File: src/button_longpress_calibration_ui_defines.svh
// Assertion macros shared by the button interface RTL.
// Included by the modules that carry concurrent checks; depends on nothing.
`ifndef BUTTON_LONGPRESS_CALIBRATION_UI_DEFINES_SVH
`define BUTTON_LONGPRESS_CALIBRATION_UI_DEFINES_SVH

// Property checked at every clock edge outside reset.
`define BLUC_ASSERT(lbl, clk_s, rst_s, prop, msg) \
  lbl: assert property (@(posedge clk_s) disable iff (rst_s) prop) else $error(msg);

// Condition in one cycle that implies a condition in the next cycle.
`define BLUC_ASSERT_NEXT(lbl, clk_s, rst_s, pre, post, msg) \
  lbl: assert property (@(posedge clk_s) disable iff (rst_s) (pre) |=> (post)) else $error(msg);

`endif

File: src/bluc_pkg.sv
// Shared types, codes and helper functions for the button interface block.
// Used by bluc_core, bluc_fifo and the top level; depends on nothing.
package bluc_pkg;

  // Stream widths.
  localparam int IN_DATA_W  = 40;
  localparam int OUT_DATA_W = 32;
  localparam int CFG_IDX_W  = 3;
  localparam int CFG_DATA_W = 32;
  localparam int NOW_W      = 32;
  localparam int NUM_BTN    = 3;

  // Result queue geometry.
  localparam int Q_DEPTH = 4;
  localparam int Q_AW    = 2;
  localparam int CNT_W   = 3;

  // Item kinds.
  localparam logic OP_EDGE  = 1'b0;
  localparam logic OP_CHECK = 1'b1;

  // Button indexes.
  localparam logic [1:0] BTN_CW     = 2'd0;
  localparam logic [1:0] BTN_SELECT = 2'd1;
  localparam logic [1:0] BTN_CCW    = 2'd2;

  // Configuration register indexes.
  localparam logic [CFG_IDX_W-1:0] REG_COOLDOWN    = 3'd0;
  localparam logic [CFG_IDX_W-1:0] REG_LONGPRESS   = 3'd1;
  localparam logic [CFG_IDX_W-1:0] REG_STEP_SLOW   = 3'd2;
  localparam logic [CFG_IDX_W-1:0] REG_STEP_MEDIUM = 3'd3;
  localparam logic [CFG_IDX_W-1:0] REG_STEP_FAST   = 3'd4;

  // Configuration reset values.
  localparam logic [31:0] COOLDOWN_RST    = 32'd50;
  localparam logic [31:0] LONGPRESS_RST   = 32'd1000;
  localparam logic [15:0] STEP_SLOW_RST   = 16'd100;
  localparam logic [15:0] STEP_MEDIUM_RST = 16'd400;
  localparam logic [15:0] STEP_FAST_RST   = 16'd1000;

  // Servo command codes.
  localparam logic [2:0] CMD_NONE          = 3'd0;
  localparam logic [2:0] CMD_GOTO          = 3'd1;
  localparam logic [2:0] CMD_RELATIVE      = 3'd2;
  localparam logic [2:0] CMD_CAPTURE_START = 3'd3;
  localparam logic [2:0] CMD_CAPTURE_END   = 3'd4;

  localparam logic signed [16:0] POS_ZERO        = 17'sd0;
  localparam logic signed [16:0] POS_CAPTURE_MAX = 17'sd65535;

  // UI modes.
  localparam logic [1:0] MODE_NORMAL    = 2'd0;
  localparam logic [1:0] MODE_CAL_OPEN  = 2'd1;
  localparam logic [1:0] MODE_CAL_CLOSE = 2'd2;

  // Speed indexes.
  localparam logic [1:0] SPEED_SLOW   = 2'd0;
  localparam logic [1:0] SPEED_MEDIUM = 2'd1;
  localparam logic [1:0] SPEED_FAST   = 2'd2;

  typedef enum logic [2:0] {
    ST_IDLE         = 3'd0,
    ST_PRESSED      = 3'd1,
    ST_RELEASED     = 3'd2,
    ST_LONG         = 3'd3,
    ST_PRESSED_IDLE = 3'd4
  } btn_state_t;

  typedef struct packed {
    logic              operation;
    logic [1:0]        button;
    logic              pin_level;
    logic [NOW_W-1:0]  now_tick;
  } in_item_t;

  typedef struct packed {
    logic [31:0] cooldown;
    logic [31:0] long_hold;
    logic [15:0] step_slow;
    logic [15:0] step_medium;
    logic [15:0] step_fast;
  } cfg_t;

  typedef struct packed {
    logic               status;
    logic [2:0]         servo_command;
    logic signed [16:0] position_value;
    logic [1:0]         ui_mode;
    logic [1:0]         speed_index;
    logic               last_result;
  } res_word_t;

  // Up to two results produced by one check item, in delivery order.
  typedef struct packed {
    logic [1:0] count;
    res_word_t  r0;
    res_word_t  r1;
  } push_t;

  function automatic logic [1:0] mode_advance(input logic [1:0] m);
    logic [1:0] r;
    case (m)
      MODE_NORMAL:   r = MODE_CAL_OPEN;
      MODE_CAL_OPEN: r = MODE_CAL_CLOSE;
      default:       r = MODE_NORMAL;
    endcase
    return r;
  endfunction

  function automatic logic [1:0] speed_down(input logic [1:0] s);
    logic [1:0] r;
    case (s)
      SPEED_SLOW:   r = SPEED_FAST;
      SPEED_MEDIUM: r = SPEED_SLOW;
      default:      r = SPEED_MEDIUM;
    endcase
    return r;
  endfunction

  function automatic logic [1:0] speed_up(input logic [1:0] s);
    logic [1:0] r;
    case (s)
      SPEED_SLOW:   r = SPEED_MEDIUM;
      SPEED_MEDIUM: r = SPEED_FAST;
      default:      r = SPEED_SLOW;
    endcase
    return r;
  endfunction

endpackage

File: src/bluc_core.sv
// Button state, debounce, long-press and calibration logic for one item.
// Depends on bluc_pkg; feeds its results to the result queue.
module bluc_core import bluc_pkg::*; #(
  parameter int TICK_BITS = 32
) (
  input  logic     clk,
  input  logic     rst,
  input  logic     fire,
  input  in_item_t item,
  input  cfg_t     cfg,
  output push_t    push
);

  localparam int CW = (TICK_BITS > NOW_W) ? TICK_BITS : NOW_W;

  btn_state_t           states [NUM_BTN];
  btn_state_t           states_next [NUM_BTN];
  logic [TICK_BITS-1:0] last_edge [NUM_BTN];
  logic [TICK_BITS-1:0] last_edge_next [NUM_BTN];
  logic [1:0]           mode;
  logic [1:0]           mode_next;
  logic [1:0]           speed;
  logic [1:0]           speed_next;

  logic [CW-1:0]        now_ext;
  logic [TICK_BITS-1:0] now_t;
  logic [TICK_BITS-1:0] diff [NUM_BTN];
  logic [TICK_BITS-1:0] diff_sel;
  logic                 edge_hit;
  btn_state_t           s_prom [NUM_BTN];
  logic                 any_active;
  logic                 long_sel;
  logic [1:0]           mode_a;
  logic [1:0]           speed_a;
  logic [15:0]          step;
  logic                 move;
  logic signed [16:0]   move_pos;
  res_word_t            lp_res;
  res_word_t            mv_res;
  res_word_t            none_res;

  // Tick differences per button, modulo the tick width.
  always_comb begin
    now_ext = CW'(item.now_tick);
    now_t   = now_ext[TICK_BITS-1:0];
    for (int i = 0; i < NUM_BTN; i++) begin
      diff[i] = now_t - last_edge[i];
    end
  end

  // Edge acceptance: only known buttons whose cooldown has passed.
  always_comb begin
    case (item.button)
      BTN_CW:     diff_sel = diff[0];
      BTN_SELECT: diff_sel = diff[1];
      default:    diff_sel = diff[2];
    endcase
    edge_hit = (item.button != 2'd3) && (CW'(diff_sel) > CW'(cfg.cooldown));
  end

  // Long-press promotion and calibration decisions for a check item.
  always_comb begin
    for (int i = 0; i < NUM_BTN; i++) begin
      if ((states[i] == ST_PRESSED || states[i] == ST_PRESSED_IDLE) &&
          (CW'(diff[i]) > CW'(cfg.long_hold)))
        s_prom[i] = ST_LONG;
      else
        s_prom[i] = states[i];
    end
    any_active = 1'b0;
    for (int i = 0; i < NUM_BTN; i++) begin
      if (s_prom[i] != ST_IDLE && s_prom[i] != ST_PRESSED_IDLE) any_active = 1'b1;
    end
    long_sel = (s_prom[1] == ST_LONG);
    mode_a   = long_sel ? mode_advance(mode) : mode;
    speed_a  = long_sel ? speed_down(speed) : speed;
    case (speed_a)
      SPEED_SLOW:   step = cfg.step_slow;
      SPEED_MEDIUM: step = cfg.step_medium;
      default:      step = cfg.step_fast;
    endcase
    move     = (mode_a != MODE_NORMAL) &&
               (s_prom[0] == ST_PRESSED || s_prom[2] == ST_PRESSED);
    move_pos = (s_prom[0] == ST_PRESSED) ? $signed({1'b0, step})
                                         : -$signed({1'b0, step});
  end

  // Next state of buttons, edge ticks, mode and speed.
  always_comb begin
    states_next    = states;
    last_edge_next = last_edge;
    mode_next      = mode;
    speed_next     = speed;
    if (item.operation == OP_EDGE) begin
      if (edge_hit) begin
        for (int i = 0; i < NUM_BTN; i++) begin
          if (item.button == 2'(i)) begin
            states_next[i]    = item.pin_level ? ST_RELEASED : ST_PRESSED;
            last_edge_next[i] = now_t;
          end
        end
      end
    end else if (!any_active) begin
      states_next = s_prom;
    end else begin
      mode_next  = mode_a;
      speed_next = speed_a;
      if (mode_a != MODE_NORMAL && !move && s_prom[1] == ST_PRESSED)
        speed_next = speed_up(speed_a);
      // Age the buttons once the check has used them.
      for (int i = 0; i < NUM_BTN; i++) begin
        case (s_prom[i])
          ST_PRESSED:  states_next[i] = ST_PRESSED_IDLE;
          ST_LONG:     states_next[i] = ST_IDLE;
          ST_RELEASED: states_next[i] = ST_IDLE;
          default:     states_next[i] = s_prom[i];
        endcase
      end
    end
  end

  // Result words of a check item.
  always_comb begin
    lp_res                = '0;
    lp_res.status         = 1'b1;
    lp_res.ui_mode        = mode_next;
    lp_res.speed_index    = speed_next;
    case (mode_a)
      MODE_CAL_OPEN: begin
        lp_res.servo_command  = CMD_GOTO;
        lp_res.position_value = POS_ZERO;
      end
      MODE_CAL_CLOSE: begin
        lp_res.servo_command  = CMD_CAPTURE_START;
        lp_res.position_value = POS_CAPTURE_MAX;
      end
      default: begin
        lp_res.servo_command  = CMD_CAPTURE_END;
        lp_res.position_value = POS_ZERO;
      end
    endcase
    lp_res.last_result    = !move;

    mv_res                = '0;
    mv_res.status         = 1'b1;
    mv_res.servo_command  = CMD_RELATIVE;
    mv_res.position_value = move_pos;
    mv_res.ui_mode        = mode_next;
    mv_res.speed_index    = speed_next;
    mv_res.last_result    = 1'b1;

    none_res              = '0;
    none_res.status       = any_active;
    none_res.servo_command = CMD_NONE;
    none_res.position_value = POS_ZERO;
    none_res.ui_mode      = mode_next;
    none_res.speed_index  = speed_next;
    none_res.last_result  = 1'b1;

    push    = '0;
    push.r1 = mv_res;
    if (fire && item.operation == OP_CHECK) begin
      if (any_active && long_sel) begin
        push.r0    = lp_res;
        push.count = move ? 2'd2 : 2'd1;
      end else if (any_active && move) begin
        push.r0    = mv_res;
        push.count = 2'd1;
      end else begin
        push.r0    = none_res;
        push.count = 2'd1;
      end
    end
  end

  // State registers.
  always_ff @(posedge clk) begin
    if (rst) begin
      for (int i = 0; i < NUM_BTN; i++) begin
        states[i]    <= ST_IDLE;
        last_edge[i] <= '0;
      end
      mode  <= MODE_NORMAL;
      speed <= SPEED_MEDIUM;
    end else if (fire) begin
      states    <= states_next;
      last_edge <= last_edge_next;
      mode      <= mode_next;
      speed     <= speed_next;
    end
  end

endmodule

File: src/bluc_fifo.sv
// Result queue: takes up to two result words a cycle, delivers one a cycle while out_ready is high.
// Depends on bluc_pkg and the assertion macros header.
`include "button_longpress_calibration_ui_defines.svh"

module bluc_fifo import bluc_pkg::*; (
  input  logic      clk,
  input  logic      rst,
  input  push_t     push,
  output logic      room,
  output logic      out_valid,
  input  logic      out_ready,
  output res_word_t out_res
);

  res_word_t        q [Q_DEPTH];
  logic [Q_AW-1:0]  wr;
  logic [Q_AW-1:0]  rd;
  logic [CNT_W-1:0] count;
  logic [CNT_W-1:0] count_next;
  logic             pop;

  assign out_valid  = (count != '0);
  assign out_res    = q[rd];
  assign pop        = out_valid && out_ready;
  assign room       = (count <= CNT_W'(Q_DEPTH - 2));
  assign count_next = count + CNT_W'(push.count) - CNT_W'(pop);

  // Storage writes; the second word of a pair lands one slot further.
  always_ff @(posedge clk) begin
    if (push.count != 2'd0) q[wr] <= push.r0;
    if (push.count == 2'd2) q[wr + 1'b1] <= push.r1;
  end

  // Pointers and fill count.
  always_ff @(posedge clk) begin
    if (rst) begin
      wr    <= '0;
      rd    <= '0;
      count <= '0;
    end else begin
      wr    <= wr + Q_AW'(push.count);
      rd    <= rd + Q_AW'(pop);
      count <= count_next;
    end
  end

  `BLUC_ASSERT(a_q_bound, clk, rst, (count <= CNT_W'(Q_DEPTH)), "result queue overfilled")
  `BLUC_ASSERT(a_q_room, clk, rst, ((push.count != 2'd0) |-> room), "push without room for a pair")
  `BLUC_ASSERT_NEXT(a_q_count, clk, rst, 1'b1, (count == $past(count) + CNT_W'($past(push.count)) - CNT_W'($past(pop))), "fill count out of step")

endmodule

File: src/button_longpress_calibration_ui.sv
// Top level of the three-button debounce, long-press and calibration interface.
// Depends on bluc_pkg, bluc_core and bluc_fifo.
//
// Usage:
//   Items enter on the s_ stream: s_tuser holds the kind (edge or check),
//   s_tdata the button, the pin level and the current tick. Edge items only
//   update the button state and give no word. A check item gives one or two
//   result words on the m_ stream; m_tlast marks the final word of a check.
//   Configuration registers are written through cfg_valid/cfg_index/cfg_data; the user must write
//   them only while no item is in flight; the block does not enforce it. cfg_ready is always high.
// Timing:
//   An accepted item waits in the input register and is processed from there once the
//   queue has room for its words; its words are written into the queue registers and
//   offered on m_tvalid from there. One item is taken each cycle unless a check waits
//   for room. A check that gives two words takes two queue slots; the four-word queue
//   absorbs this, and input stalls only when fewer than two slots are free.
// Reset (rst, synchronous): buttons idle, edge ticks zero, normal mode, medium
//   speed, registers at their defaults, queue empty. No clearing pass is needed.
// Stall: when m_tready is low, words stay in the queue and s_tready drops
//   once the queue cannot take another pair while a check item waits.
module button_longpress_calibration_ui import bluc_pkg::*; #(
  parameter int TICK_BITS = 32
) (
  input  logic                  clk,
  input  logic                  rst,
  // Input stream.
  input  logic                  s_tvalid,
  output logic                  s_tready,
  input  logic [IN_DATA_W-1:0]  s_tdata,   // button[1:0], pin_level[2], now_tick[34:3]
  input  logic [0:0]            s_tuser,   // operation[0]
  // Result stream.
  output logic                  m_tvalid,
  input  logic                  m_tready,
  output logic [OUT_DATA_W-1:0] m_tdata,   // status[0], servo_command[3:1],
                                           // position_value[20:4], ui_mode[22:21],
                                           // speed_index[24:23]
  output logic                  m_tlast,   // last_result
  // Configuration write channel.
  input  logic                  cfg_valid,
  output logic                  cfg_ready,
  input  logic [CFG_IDX_W-1:0]  cfg_index,
  input  logic [CFG_DATA_W-1:0] cfg_data
);

  logic      in_v;
  in_item_t  in_item;
  logic      fire;
  logic      room;
  cfg_t      cfg;
  push_t     push;
  res_word_t out_res;

  // An item in the input register is processed when the queue can take its words.
  assign fire     = in_v && (in_item.operation == OP_EDGE || room);
  assign s_tready = !in_v || fire;
  assign cfg_ready = 1'b1;

  // Input register.
  always_ff @(posedge clk) begin
    if (rst) begin
      in_v <= 1'b0;
    end else if (s_tvalid && s_tready) begin
      in_v <= 1'b1;
    end else if (fire) begin
      in_v <= 1'b0;
    end
  end

  always_ff @(posedge clk) begin
    if (s_tvalid && s_tready) begin
      in_item.operation <= s_tuser[0];
      in_item.button    <= s_tdata[1:0];
      in_item.pin_level <= s_tdata[2];
      in_item.now_tick  <= s_tdata[34:3];
    end
  end

  // Configuration registers.
  always_ff @(posedge clk) begin
    if (rst) begin
      cfg.cooldown    <= COOLDOWN_RST;
      cfg.long_hold   <= LONGPRESS_RST;
      cfg.step_slow   <= STEP_SLOW_RST;
      cfg.step_medium <= STEP_MEDIUM_RST;
      cfg.step_fast   <= STEP_FAST_RST;
    end else if (cfg_valid && cfg_ready) begin
      case (cfg_index)
        REG_COOLDOWN:    cfg.cooldown    <= cfg_data;
        REG_LONGPRESS:   cfg.long_hold   <= cfg_data;
        REG_STEP_SLOW:   cfg.step_slow   <= cfg_data[15:0];
        REG_STEP_MEDIUM: cfg.step_medium <= cfg_data[15:0];
        REG_STEP_FAST:   cfg.step_fast   <= cfg_data[15:0];
        default: ;
      endcase
    end
  end

  bluc_core #(
    .TICK_BITS (TICK_BITS)
  ) u_core (
    .clk  (clk),
    .rst  (rst),
    .fire (fire),
    .item (in_item),
    .cfg  (cfg),
    .push (push)
  );

  bluc_fifo u_fifo (
    .clk       (clk),
    .rst       (rst),
    .push      (push),
    .room      (room),
    .out_valid (m_tvalid),
    .out_ready (m_tready),
    .out_res   (out_res)
  );

  // Result word packing.
  assign m_tdata = {7'd0, out_res.speed_index, out_res.ui_mode,
                    out_res.position_value, out_res.servo_command, out_res.status};
  assign m_tlast = out_res.last_result;

endmodule

File: config.mk
export PLATFORM = sky130hd
export DESIGN_NAME = button_longpress_calibration_ui
export DESIGN_NICKNAME = d
export VERILOG_FILES = /design/src/bluc_pkg.sv /design/src/bluc_core.sv /design/src/bluc_fifo.sv /design/src/button_longpress_calibration_ui.sv
export VERILOG_INCLUDE_DIRS = /design/src /design/src/src
export SDC_FILE = /design/constraint.sdc
export NUM_CORES = 1
export LEC_CHECK = 0
export BUFFER_PORTS_ARGS = -buffer_cell sky130_fd_sc_hd__buf_4
export CAP_MARGIN = 20
export CORE_UTILIZATION = 40
export CTS_BUF_LIST = sky130_fd_sc_hd__clkbuf_4
export CTS_CLUSTER_SIZE = 10
export DETAILED_ROUTE_END_ITERATION = 10
export GPL_ROUTABILITY_DRIVEN = 0
export GPL_TIMING_DRIVEN = 0
export SETUP_SLACK_MARGIN = 0.5
export SYNTH_ARGS = -nofsm -noshare
export SYNTH_HDL_FRONTEND = slang
export SYNTH_SLANG_ARGS = --single-unit
File: constraint.sdc
create_clock -name clk -period 8.6 [get_ports clk]
set_clock_uncertainty 0.15 [all_clocks]
set_input_delay 0.43 -clock clk [delete_from_list [all_inputs] [get_ports clk]]
set_output_delay 0.43 -clock clk [all_outputs]
set_load 0.02 [all_outputs]
# Word level (Yosys, flattened, before mapping)
# Memories as Yosys holds them, arrays and structs flattened. A register that Yosys moved wholly into a read port is not among the register bits.
# Cells that the tools add are included.
dict set report totals {
  ram_bits 104
  output_inout_bits 36
  n_memories 1
  elab_cells 163
  input_bits 81
  reg_bits 265
}
dict set report op_classes {
  n_eq_ne 31
  mux 41
  order_cmp 5
  reduce_logical 54
  addsub 9
  bitwise 1
}
# name words word_bits read_ports rd_clocked_by_memory_dff write_ports line
set memory_table {}
lappend memory_table {u_fifo.q 4 26 1 1 2 bluc_fifo.sv:15} ;# res_word_t q [Q_DEPTH];
# cell n
set ops {}
lappend ops {{32-bit > comparator} 4}
lappend ops {{32-bit subtractor} 3}
lappend ops {{32-bit one-hot mux with 2 select lines} 1}
lappend ops {{28-bit two-way mux} 2}
lappend ops {{20-bit one-hot mux with 2 select lines} 1}
lappend ops {{16-bit one-hot mux with 2 select lines} 1}
lappend ops {{9-bit two-way mux} 3}
lappend ops {{26-bit two-way mux} 1}
lappend ops {{3-bit by 2-bit equality test with 1-bit output (second input constant)} 8}
lappend ops {{3-bit by 1-bit equality test with 1-bit output (second input constant)} 7}
lappend ops {{2-bit two-way mux} 10}
lappend ops {{3-bit two-way mux} 6}
lappend ops {{3-bit one-hot mux with 2 select lines} 3}
lappend ops {{17-bit two-way mux} 1}
lappend ops {{16-bit negator with 17-bit output} 1}
lappend ops {{1-bit logical AND} 16}
lappend ops {{2-bit nonzero test} 7}
lappend ops {{3-bit equality test (second input constant)} 4}
lappend ops {{2-bit one-hot mux with 2 select lines} 3}
lappend ops {{4-bit AND reduction} 3}
lappend ops {{3-bit nonzero test} 4}
lappend ops {{2-bit by 1-bit equality test with 1-bit output (second input constant)} 5}
lappend ops {{2-bit AND reduction} 5}
lappend ops {{1-bit two-way mux} 9}
lappend ops {{16 further kinds} 33}

# Longest topological paths before layout
dict set report logic_depth {
  ltp_word 20
  mapped_depth 36
  mapped_depth_nobuf 34
}

# Hierarchy
# Synthesis repeated with hierarchy kept, for this count alone.
dict set report hier_totals {
  cells_unflattened 2701
  area_unflattened_um2 25680.9
}
# module area_per_inst_um2 seq_area_each_um2 instances cells_each
set by_module_without_submodules {}
lappend by_module_without_submodules {bluc_core 14400.1 2182.1 1 1936}
lappend by_module_without_submodules {button_longpress_calibration_ui 5709.2 3343.2 1 466}
lappend by_module_without_submodules {bluc_fifo 5571.6 3263.1 1 299}

# Least setup slack after synthesis
# OpenSTA, ideal clock, no wires.
dict set report synth_timing {
  kind {register to register}
  from {register in_item[0] (netlist bit)}
  to {register u_fifo.count[2]}
  t_required_ns 8.322
  setup_slack_ns 1.516
  setup_ns 0.128
  path_buffers 2
  path_stages_with_launch 35
  t_arrival_ns 6.806
  synth_period_minus_slack_ns 7.084
  path_cell_list {edfxtp_1 -> inv_1 -> ha_1 -> inv_1 -> fa_1 -> a21o_1 -> a21oi_1 -> o21bai_1 -> a21o_1 -> o211ai_1 -> o21ai_0 -> a21o_1 -> a41o_1 -> o21a_1 -> a41o_1 -> xor2_1 -> ha_1 -> nand4_1 -> nor3_1 -> nand2_1 -> o211ai_1 -> o21ba_4 -> nor2_8 -> buf_2 -> buf_2 -> a21oi_1 -> ha_1 -> o21bai_1 -> nor2_2 -> nand2_1 -> ha_1 -> fa_1 -> xnor2_1 -> xnor2_1 -> nor2_1}
}
dict set report synth_via {
  elab_chain_cells 14
  elab_cells_between_ends 37
  classes_between {5 x add/sub; 3 x order compare; 6 x eq/ne; 10 x mux; 13 x reduce/logical}
}
# element line
set synth_lines {}
lappend synth_lines {{start, declared} button_longpress_calibration_ui.sv:46} ;# in_item_t in_item;
lappend synth_lines {{32-bit subtractor} bluc_core.sv:47} ;# diff[i] = now_t - last_edge[i];
lappend synth_lines {{32-bit > comparator} bluc_core.sv:65} ;# (CW'(diff[i]) > CW'(cfg.long_hold)))
lappend synth_lines {{1-bit logical AND} bluc_core.sv:64} ;# if ((states[i] == ST_PRESSED || states[i] == ST_PRESSED_IDLE) &&
lappend synth_lines {{3-bit two-way mux} bluc_core.sv:64}
lappend synth_lines {{3-bit != test or 3-bit nonzero test (tied branches)} bluc_core.sv:72} ;# if (s_prom[i] != ST_IDLE && s_prom[i] != ST_PRESSED_IDLE) any_active = 1'b1;
lappend synth_lines {{1-bit logical AND} bluc_core.sv:72}
lappend synth_lines {{1-bit two-way mux (3 in a row)} bluc_core.sv:72}
lappend synth_lines {{1-bit logical AND} bluc_core.sv:163} ;# if (any_active && long_sel) begin
lappend synth_lines {{28-bit two-way mux *} bluc_core.sv:163}
lappend synth_lines {{28-bit two-way mux *} bluc_core.sv:162} ;# if (fire && item.operation == OP_CHECK) begin
lappend synth_lines {{3-bit by 2-bit adder with 3-bit output *} bluc_fifo.sv:26} ;# assign count_next = count + CNT_W'(push.count) - CNT_W'(pop);
lappend synth_lines {{3-bit by 1-bit subtractor with 3-bit output *} bluc_fifo.sv:26}
lappend synth_lines {{end signal, assigned} bluc_fifo.sv:43} ;# count <= count_next;
lappend synth_lines {{end, declared} bluc_fifo.sv:18} ;# logic [CNT_W-1:0] count;
# Mark *: on every way between the ends. The rest lies on a longest branch, timed or not.
# A chain may end at the register's enable or synchronous reset.

# Worst setup path in the final report
# Same ends and word-level chain as after synthesis.

==> key figures <==
Timing
  – Rel. slew slack: 34.4%
  – Worst-margin pin slew: 984 ps
  – Total negative setup slack: 0 ps
  – Final min period: 7890 ps
  – Fmax: 127 MHz
  – Final setup viols: 0
  – Final hold violations: 0
  – Final setup margin: 707 ps
  – Unrepaired setup endpoints after global routing: yes
  – Period utilisation layout: 91.8%
  – Slew Viols, Final: 0

Detailed routing
  – Vias: 20900
  – Post-route ant nets: 0
  – DR WL/cell: 18.1 um
  – Drt total wl: 70.0 mm
  – DR pass1 iterations: 7
  – Drt drc: 0
  – Vias per cell: 5.38
  – Initial drt markers: 1307

Clock network
  – Clk slew on worst S/H paths: 70 ps
  – CTS tree: built
  – H-Tree Depth: 3
  – Clock Sink Count: 369
  – Max Buffers Root-to-Sink: 3
  – Root Buffer: clkbuf_4
  – CTS buffer count: 105
  – Worst-Skew Late Latency: 910 ps

Critical path
  – Crit path launch: in_item[0]
  – Worst EP arrival: 8500 ps
  – WP data required: 9210 ps
  – R2r endpoint: u_fifo.count[2]
  – Peak per-stage delay on the critical path: 440 ps
  – Critical path class: reg -> reg
  – R2R depth: 34
  – Crit-path max FO: 10
  – Critical path capture point type: flip-flop
  – Crit start category: flip-flop
  – Crit-path most repeated cell: ha_1
  – Flop-to-flop setup slack: 710 ps
  – Reg-to-Reg Start: in_item[0]
  – Crit-path slowest cell: fa_1

Global routing
  – Total GRT Usage: 23.4%
  – GRT overflow: 0
  – First-pass GRT wire length: 109 mm
  – Antenna violations before repair: 3
  – Vias in the first global route: 20700
  – Largest net degree at the start of global routing: 27

Pwr
  – Leak: 10.8 nW
  – Pwr/cell area: 180 nW/um2
  – VDD IR max: 0.000110 V

Synthesis
  – Mux share of post-synthesis cell area: 8.30%
  – Avg Inst Size Synth: 8.73 um2
  – Sequential fraction of the synthesis area: 36.5%
  – Adder-cell share of the synthesized area: 12.5%
  – Synth Area in Compound Gates: 17.3%
  – Post-synth EDFFs: 120
  – Unique cell type count in the Yosys netlist: 87
  – Main combinational cell family by area after synthesis: compound AO/OA/AOI/OAI gates
  – Synthesis Warnings: 0
  – Xor and xnor area share after synthesis: 3.98%
  – Simple-gate share of the synthesized area: 15.9%
  – Post-Syn Area: 23600 um2
  – Synthesized instance count: 2697
  – Async SR Flop Fraction: 0%
  – Yosys reg bits: 369
  – Top FF cell, synth: dfxtp_1

Floorplanning
  – Horiz. Die Dim: 245 um
  – Io pins: 117
  – Die H: 245 um
  – Core Box Area: 57900 um2
  – Die Area: 59900 um2
  – Site Rows: 88
  – Initial Utilization: 40.7%

Min path
  – Hold/Removal Path Class: in -> reg
  – Worst Hold End: in_item[35]
  – Origin of the worst min-delay path: s_tuser
  – Hold Crit Depth: 2

Finish
  – Multi-input logic area: 13800 um2
  – Flip-flop and latch area: 8590 um2
  – # nets final: 3328
  – Final Util: 48.0%
  – Post-Layout Cell Count: 3875
  – # fillers: 5635
  – Area delta synth->final: 18.1%
  – Layout cells sized above 1: 13.5%

Flow run
  – Max Cap Violations: 0

Placement
  – Pre-CTS WS: -661 ps
  – Placed cell count: 3571
  – # port buffers: 102
  – DPL Wire Length: 53.6 mm

Run status
  – Status: complete, no violations
[power by group]
group          switching [mW]  total [mW]  internal [mW]  leakage [nW]
clock                   0.805        1.67          0.866         0.826
combinational           0.837        1.44          0.604          6.86
sequential             0.0485        1.90           1.86          3.12
[repair_timing]
action	4_1_cts	5_1_grt
setup endpoints to repair	196	255
setup buffers	12	6
gates cloned	4	0
hold buffers	77	0
resized for setup	27	25
pin swaps	4	3
endpoints found under the hold margin	169	0
[cell families after synthesis]
kind of cell / after synthesis
buffers and inverters: 332
DFF: 369
adders and majority gates: 233
xor gates and xnor gates: 107
AOI/OAI and AO/OA: 656
muxes: 161
and+or+nand+nor: 837
other: 2
[cell type report]
| cell class | instances | share of cell area, % |
|---|---|---|
| inverters | 209 | 2.87 |
| plain buffers | 123 | 1.96 |
| clock buffers | 155 | 4.18 |
| clock inverters | 42 | 0.796 |
| flip-flops and latches | 369 | 30.9 |
| repair inverters | 4 | 0.108 |
| diodes | 6 | 0.0540 |
| multi-input cells | 2002 | 49.6 |
| well taps | 765 | 3.44 |
| repair buffers | 200 | 6.16 |
[flip-flops by register name, summed over array words and instances, names as in the netlist, 2 cells and up]
| name | flops |
|---|---|
| cfg | 112 |
| in_item | 36 |
| u_core.last_edge | 96 |
| u_core.mode | 2 |
| u_core.speed | 2 |
| u_core.states | 9 |
| u_fifo.count | 3 |
| u_fifo.q | 104 |
| u_fifo.rd | 2 |
| u_fifo.wr | 2 |
[through the flow]
step	hold WS (ps)	power, mW	instance area [um2]
after global placement	277	3.29	25300
after floorplan	268	2.90	23600
after CTS	18.4	5.06	27700
after detailed placement	290	3.33	25300
after global routing	28.7	5.31	27800
final	97.2	5.02	27800
[metal layers]
metal,track usage (%),share of wire [%]
met1,28.2,43
met2,40.6,48
met3,4.10,5.5
met4,10.3,4.2
met5,0,0.019
[worst max-delay path, delay by kind of cell, from the launching register on]
kind                       cells  cell delay [ps]
xor gates and xnor gates       3              520
AOI/OAI and AO/OA             14             2900
DFF                            1              430
buffers and inverters          4              590
and+or+nand+nor                7             1210
adders and majority gates      6             1970
[worst max path at each step]
stage                     slack (ps)             endpoint
after floorplan                 1520      u_fifo.count[2]
final                            710      u_fifo.count[2]
after detailed placement        -660       u_fifo.q[3][0]
after CTS                        530  u_core.last_edge[4]
after global placement          -410       u_fifo.q[3][0]
after global routing             260      u_fifo.count[2]
[synth_stat cells (5+ instances only)]
cell,instances,area share (%)
nand2_1,375,6.0
a21oi_1,294,6.2
dfxtp_1,249,21
ha_1,229,12
nor2_1,220,3.5
inv_1,208,3.3
mux2i_1,126,5.4
edfxtp_1,120,15
o21ai_0,101,2.1
clkbuf_1,87,1.4
xnor2_1,70,2.6
a21o_1,65,2.1
nand3_1,47,1.0
nor3_1,41,0.87
xor2_1,37,1.4
a211oi_1,36,1.1
nand4_1,34,0.90
o211ai_1,27,0.86
mux4_2,26,2.5
o21a_1,25,0.80
nor2b_1,23,0.61
nand2b_1,21,0.56
a31oi_1,19,0.50
and3_1,17,0.45
buf_1,14,0.22
o21bai_1,12,0.38
buf_2,11,0.23
and2_1,10,0.27
buf_4,10,0.32
a311o_1,9,0.38
or2_2,9,0.24
or3_1,9,0.24
nor4_1,8,0.21
mux2_2,6,0.29
nand3b_1,5,0.16
o22ai_1,5,0.13
[cell usage in the layout, fill, tap and decap left out, types with 40 or more instances in the layout]
cell type	synthesis	final
a21oi_1	294	291
edfxtp_1	120	120
ha_1	229	229
nand2_1	375	373
buf_4	10	130
nor3_1	41	40
mux2i_1	126	126
nor2_1	220	217
clkbuf_4	0	155
xnor2_1	70	70
dfxtp_1	249	249
a21o_1	65	65
clkbuf_1	87	80
dlygate4sd3_1	0	77
o21ai_0	101	100
nand3_1	47	47
inv_1	208	203
(Power assumes the default switching activity.)
